===== config.mk =====
export PLATFORM = sky130hd
export DESIGN_NAME = ppc_div
export DESIGN_NICKNAME = d
export VERILOG_FILES = /design/src/rtl/core/ppc_pkg.sv /design/src/rtl/core/ppc_div.sv
export SDC_FILE = /design/constraint.sdc
export NUM_CORES = 2
export LEC_CHECK = 0
export ABC_AREA = 0
export BUFFER_PORTS_ARGS = -buffer_cell sky130_fd_sc_hd__buf_2
export CAP_MARGIN = 0
export CORE_UTILIZATION = 60
export DETAILED_ROUTE_END_ITERATION = 8
export GPL_TIMING_DRIVEN = 0
export PLACE_DENSITY = 0.75
export SLEW_MARGIN = 10
export SYNTH_ARGS = -nofsm -noshare
export SYNTH_HDL_FRONTEND = slang
export SYNTH_SLANG_ARGS = --single-unit

===== constraint.sdc =====
create_clock -name clk -period 6.2 [get_ports clk]
set_input_delay 0.62 -clock clk [delete_from_list [all_inputs] [get_ports clk]]
set_output_delay 0.62 -clock clk [all_outputs]
set_load 0.05 [all_outputs]

===== src/rtl/core/ppc_pkg.sv =====
// Shared sizes, codes and word types of the point projection colouriser.
// No dependencies; every core file refers to it by scoped names.
`default_nettype none

package ppc_pkg;

  localparam int MAX_COLS    = 1024;
  localparam int MAX_ROWS    = 512;
  localparam int FRAC_BITS   = 16;

  localparam int NUM_COEFS   = 12;
  localparam int STORE_DEPTH = MAX_COLS * MAX_ROWS;
  localparam int MEM_AW      = $clog2(STORE_DEPTH);

  // quotient bits: enough for the larger image dimension
  localparam int MAX_DIM     = (MAX_COLS > MAX_ROWS) ? MAX_COLS : MAX_ROWS;
  localparam int QB          = $clog2(MAX_DIM);

  localparam int PW          = 64 - FRAC_BITS;   // product after the fraction shift
  localparam int SUM_W       = PW + 1;           // signed u, v, w
  localparam int MAG_W       = PW;               // magnitude of u, v, w
  localparam int DW          = MAG_W + QB;       // shifted divisor

  localparam int COLS_W      = 11;
  localparam int ROWS_W      = 10;
  localparam int DIM_W       = (QB + 1 > COLS_W) ? QB + 1 : COLS_W;
  localparam int CFG_IDX_W   = 2;
  localparam int CFG_DATA_W  = 11;

  localparam logic [COLS_W-1:0] COLS_RESET = COLS_W'(1024);
  localparam logic [ROWS_W-1:0] ROWS_RESET = ROWS_W'(512);

  localparam logic [1:0] FUNC_POINT = 2'd0;
  localparam logic [1:0] FUNC_COEF  = 2'd1;
  localparam logic [1:0] FUNC_PIXEL = 2'd2;

  localparam logic [CFG_IDX_W-1:0] CFG_IMAGE_COLS = CFG_IDX_W'(0);
  localparam logic [CFG_IDX_W-1:0] CFG_IMAGE_ROWS = CFG_IDX_W'(1);

  typedef struct packed {
    logic [1:0]         func;
    logic signed [31:0] point_x;
    logic signed [31:0] point_y;
    logic signed [31:0] point_z;
    logic [3:0]         coef_index;
    logic signed [31:0] coef_value;
    logic [18:0]        pixel_address;
    logic [23:0]        pixel_rgb;
  } ppc_in_word_t;

  typedef struct packed {
    logic signed [31:0] out_x;
    logic signed [31:0] out_y;
    logic signed [31:0] out_z;
    logic [23:0]        out_rgb;
  } ppc_out_word_t;

  typedef struct packed {
    logic signed [SUM_W-1:0] u;
    logic signed [SUM_W-1:0] v;
    logic signed [SUM_W-1:0] w;
  } ppc_uvw_t;

  typedef struct packed {
    logic             ok;
    logic             neg_u;
    logic             neg_v;
    logic [MAG_W-1:0] d;
    logic [MAG_W-1:0] ru;
    logic [MAG_W-1:0] rv;
    logic [QB-1:0]    qu;
    logic [QB-1:0]    qv;
  } ppc_div_st_t;

  typedef struct packed {
    logic          ok;
    logic          neg_u;
    logic          neg_v;
    logic [QB-1:0] qu;
    logic [QB-1:0] qv;
  } ppc_quo_t;

endpackage

`default_nettype wire


===== src/rtl/core/ppc_div.sv =====
// Pipelined restoring divider: col = |u|/|w| and row = |v|/|w|, one bit a stage.
// Depends on ppc_pkg.
`default_nettype none

module ppc_div (
  input  wire logic                  clk,
  input  wire logic                  rst_n,
  input  wire logic                  adv,
  input  wire logic                  in_valid,
  input  wire ppc_pkg::ppc_in_word_t in_word,
  input  wire ppc_pkg::ppc_uvw_t     in_uvw,
  output logic                       q_valid,
  output ppc_pkg::ppc_in_word_t      q_word,
  output ppc_pkg::ppc_quo_t          q_quo
);

  localparam int QB = ppc_pkg::QB;

  logic                  vld_r  [QB+1];
  ppc_pkg::ppc_in_word_t word_r [QB+1];
  ppc_pkg::ppc_div_st_t  st_r   [QB+1];

  logic [ppc_pkg::MAG_W-1:0] au, av, aw;
  logic                      fit_u, fit_v;
  ppc_pkg::ppc_div_st_t      st0_nxt;

  assign au = in_uvw.u[ppc_pkg::SUM_W-1] ? ppc_pkg::MAG_W'(-in_uvw.u) : ppc_pkg::MAG_W'(in_uvw.u);
  assign av = in_uvw.v[ppc_pkg::SUM_W-1] ? ppc_pkg::MAG_W'(-in_uvw.v) : ppc_pkg::MAG_W'(in_uvw.v);
  assign aw = in_uvw.w[ppc_pkg::SUM_W-1] ? ppc_pkg::MAG_W'(-in_uvw.w) : ppc_pkg::MAG_W'(in_uvw.w);

  // quotient must fit in QB bits, else it is outside any image anyway
  assign fit_u = ppc_pkg::DW'(au) < (ppc_pkg::DW'(aw) << QB);
  assign fit_v = ppc_pkg::DW'(av) < (ppc_pkg::DW'(aw) << QB);

  always_comb begin
    st0_nxt       = '0;
    st0_nxt.ok    = (in_uvw.w != '0) && fit_u && fit_v;
    st0_nxt.neg_u = in_uvw.u[ppc_pkg::SUM_W-1] ^ in_uvw.w[ppc_pkg::SUM_W-1];
    st0_nxt.neg_v = in_uvw.v[ppc_pkg::SUM_W-1] ^ in_uvw.w[ppc_pkg::SUM_W-1];
    st0_nxt.d     = aw;
    st0_nxt.ru    = au;
    st0_nxt.rv    = av;
  end

  always_ff @(posedge clk) begin
    if (!rst_n) begin
      vld_r[0] <= 1'b0;
    end else if (adv) begin
      vld_r[0] <= in_valid;
    end
  end

  always_ff @(posedge clk) begin
    if (adv) begin
      word_r[0] <= in_word;
      st_r[0]   <= st0_nxt;
    end
  end

  for (genvar k = 1; k <= QB; k++) begin : g_bit
    localparam int B = QB - k;
    logic [ppc_pkg::DW-1:0] dsh;
    logic                   ge_u, ge_v;
    ppc_pkg::ppc_div_st_t   st_nxt;

    assign dsh  = ppc_pkg::DW'(st_r[k-1].d) << B;
    assign ge_u = ppc_pkg::DW'(st_r[k-1].ru) >= dsh;
    assign ge_v = ppc_pkg::DW'(st_r[k-1].rv) >= dsh;

    always_comb begin
      st_nxt = st_r[k-1];
      if (ge_u) begin
        st_nxt.ru = ppc_pkg::MAG_W'(ppc_pkg::DW'(st_r[k-1].ru) - dsh);
      end
      if (ge_v) begin
        st_nxt.rv = ppc_pkg::MAG_W'(ppc_pkg::DW'(st_r[k-1].rv) - dsh);
      end
      st_nxt.qu[B] = ge_u;
      st_nxt.qv[B] = ge_v;
    end

    always_ff @(posedge clk) begin
      if (!rst_n) begin
        vld_r[k] <= 1'b0;
      end else if (adv) begin
        vld_r[k] <= vld_r[k-1];
      end
    end

    always_ff @(posedge clk) begin
      if (adv) begin
        word_r[k] <= word_r[k-1];
        st_r[k]   <= st_nxt;
      end
    end
  end

  assign q_valid     = vld_r[QB];
  assign q_word      = word_r[QB];
  assign q_quo.ok    = st_r[QB].ok;
  assign q_quo.neg_u = st_r[QB].neg_u;
  assign q_quo.neg_v = st_r[QB].neg_v;
  assign q_quo.qu    = st_r[QB].qu;
  assign q_quo.qv    = st_r[QB].qv;

endmodule

`default_nettype wire


==> flow_summary.ini <==
[yosys]
synthCells = 12100
yosysTopAreaCell = edfxtp_1
ys_warn_count = 0
ys_seq_area_frac = 0.652
synth.avg_cell_area_um2 = 13.5
ys_types = 92
synth_top_area_frac = 0.652
synth_area_leaders = edfxtp_1, ha_1, o21ai_0, xnor2_1, a21oi_1
syn_area_mm2 = 0.163
ys.flop_type = edfxtp_1
async_reset_ff_frac = 0
synth-edff-count = 3540
synth_nets = 13400
ys_seq_elements = 3541

[clock_network]
postCtsSetupBuffers = 0
clk_latency_ps = 990
clkSinkCount = 3541
cts_buffers = 347
cts.clk_slew.worst_paths_ps = 80
cts_tree = built
h-tree-depth = 5
cts.path.max_buffers = 4
clockRootBuffer = clkbuf_16

[pwr]
power_density_mw_per_mm2 = 328
clkPwrFrac = 0.369
power_switching_mw = 16.3
p_sw_frac = 0.269
p_seq_frac = 0.483
p_comb_frac = 0.148
p_leak_nw = 72.1
peakVddDrop_mv = 0.543
p_int_mw = 44.3

[worst_hold_path]
hold_start = in_uvw[100]
min_delay_worst_endpoint = st_r[0][70]
hold_depth = 2
hold_class = primary input to flip-flop

[cells_and_area]
area_delta_synth_final_pct = 13.4
nNetsFinal = 14400
final_area_mm2 = 0.185
drive_above_1_share = 0.106
nFillCells = 17400

[timing]
worstMarginPinSlew_ps = 1400
finalWorstSetupSlack_ps = -51.7
relSlewSlack = 0.0596
whs_ps = 23.9
max_freq_ghz = 0.160
fin_skew_ps = 97.5
final-setup-viol-count = 3
maxSlewViolCount = 0
min_period_ps = 6250
hold_viol_final = 0
finalCritPeriodShare = 1.01

[route]
via_per_inst = 6.28
drc = 2
wl_per_cell_um = 27.9
detail_route.iter0.violations = 11300
wl_um = 474000
dr.pass1.iters = 9
ant_nets = 0
via_count = 107000

[worst_setup_path]
start_kind = flip-flop
arrival_ps = 6930
rr_endpoint = st_r[6][73]
critical_path.max_fanout = 10
reg2regPathDepth = 14
reg2reg_slack_ps = -50
cpMaxStageDelayCell = a31oi_1
setup.worst_path.end_class = flip-flop
timing.rr.start = st_r[5][116]
crit_required_ps = 6880
path_cells = ha_1 > fa_1 > nor2b_1 > o21ai_0 > a21boi_0 > o31ai_1 > a21oi_1 > o211ai_1 > a31oi_1 > a21oi_1 > o22a_1 > clkbuf_1 > buf_1 > o21ai_0
cpPeakStageDelay_ps = 760
criticalPathCategory = flip-flop to flip-flop

[die]
fp.dieW_um = 523
die-height_um = 523
initial_core_util = 0.606
core_region_area_mm2 = 0.269
ios = 529
rows = 190
die_area_mm2 = 0.274

[status]
status = finished, violations left
violations = DRC, setup timing

[placed_design]
hpwl_um = 335000
port_buffers = 526
place_congestion = 1.09
postPlaceCellArea_mm2 = 0.171

[global_routing]
grt_pass1_wl_um = 686000
grt_max_degree = 188
grt_pass1_vias = 110000
gr-total-overflow = 0
track_usage = 0.341
antenna_found_initial = 9

[job]
max_cap_violations = 0
## sequential cells by signal, summed over array words and instances, names as in the netlist
register and count:
st_r 1583, vld_r 11, word_r 1947
## critical path, delay by kind of cell (launching register included)
kind / cells / cell delay [ps]
adders and majority gates: 2 / 740
and+or+nand+nor: 1 / 200
buffers and inverters: 2 / 1050
AOI/OAI and AO/OA: 9 / 3460
DFF: 1 / 490
## cell usage after synthesis, types with 18 or more instances
cell type and number:
ha_1 943, or2_2 33, nor2_1 422, nor3_1 110, fa_1 18, and2_1 34, nor2b_1 141, inv_1 664
or3_1 42, a21boi_0 34, nor4_1 50, xnor2_1 490, a31oi_1 80, o21a_1 97, o41ai_1 40, nand2_1 997
o21bai_1 106, a221oi_1 18, and3_1 97, mux2_2 223, a21oi_1 773, nand2b_1 147, a211o_1 21, a21o_1 482
or4_1 30, o31a_1 33, nand4b_1 20, o21ai_0 958, o211ai_1 46, edfxtp_1 3540, nand3_1 157, xor2_1 302
and4_1 28, a31o_2 21, nand4_1 144, a211oi_1 68, a2111oi_0 18, clkbuf_1 249, mux2i_1 20, o31ai_1 108
## placed cells by master (no fill, tap or decap), drive strengths merged, types with 302 or more instances in the layout
cell	count
o21ai	965
a21o	482
edfxtp	3540
a21oi	773
inv	678
ha	943
clkbuf	646
nand2	997
nor2	422
xnor2	490
buf	575
xor2	302
## through the flow
stage          TNS, ps  power, mW  cells  worst slack, ps  utilization
6_report         -84.3       60.6  17000            -51.7        0.687
5_1_grt          -21.9       62.3  17000            -21.9        0.686
4_1_cts              0       60.4  17000             3.99        0.686
3_5_place_dp     -8720       38.0  16200             -595        0.635
3_3_place_gp         -       39.9  16100           -46990        0.632
2_1_floorplan        0       34.8  12100              703            -
## cell type report
| class | count | area, um2 | area share |
|---|---|---|---|
| clock buffer | 402 | 8950 | 0.0485 |
| tap | 3552 | 4440 | 0.0241 |
| sequential | 3541 | 106000 | 0.575 |
| multi-input combinational | 7593 | 53300 | 0.288 |
| buffer | 266 | 1050 | 0.00566 |
| timing repair buffer | 742 | 5190 | 0.0281 |
| clock inverter | 231 | 3020 | 0.0163 |
| inverter | 665 | 2500 | 0.0135 |
| antenna | 10 | 25.0 | 0.000135 |
## timing repair
| action | in CTS | in global routing |
|---|---|---|
| endpoints found under the hold margin | 222 | 0 |
| gates resized for setup | 16 | 18 |
| hold buffers | 186 | 0 |
| pin swaps | 0 | 0 |
| endpoints found under the setup margin | 106 | 52 |
## how the worst max path moves through the flow
stage,from,to,cells after the start
finish,st_r[5][116],st_r[6][73],14
floorplan,in_uvw[108],st_r[0][166],22
global placement,adv,word_r[10][11],1
CTS,st_r[8][118],st_r[9][60],16
detailed placement,in_uvw[108],st_r[0][166],21
global route,st_r[8][118],st_r[9][69],13
## cell families (layout without fill, tap and decap cells)
group                    count (synthesis)  in the layout  share of synthesized area
AO/OA/AOI/OAI                         3078           3078                      0.117
adder cells (fa/ha/maj)                963            963                     0.0747
AND/OR/NAND/NOR                       2517           2517                     0.0748
other                                    0             10                          0
XOR/XNOR                               792            792                     0.0426
multiplexers                           243            243                     0.0166
buffers and inverters                  934           2306                     0.0216
flip-flops                            3541           3541                      0.652
## metal layers
| layer | wire, um | track usage |
|---|---|---|
| met5 | 0 | 0.000520 |
| met1 | 155000 | 0.353 |
| met2 | 240000 | 0.614 |
| met3 | 33500 | 0.0563 |
| met4 | 45000 | 0.271 |
## power by group through the flow
stage               Combinational (mW)  Clock, mW  Sequential, mW
floorplan                         5.47          0            29.3
global placement                  8.08          0            31.8
detailed placement                8.40          0            29.6
CTS                               8.75       22.4            29.2
global route                      9.65       23.3            29.3
finish                            8.98       22.3            29.3
(Power assumes the default switching activity.)
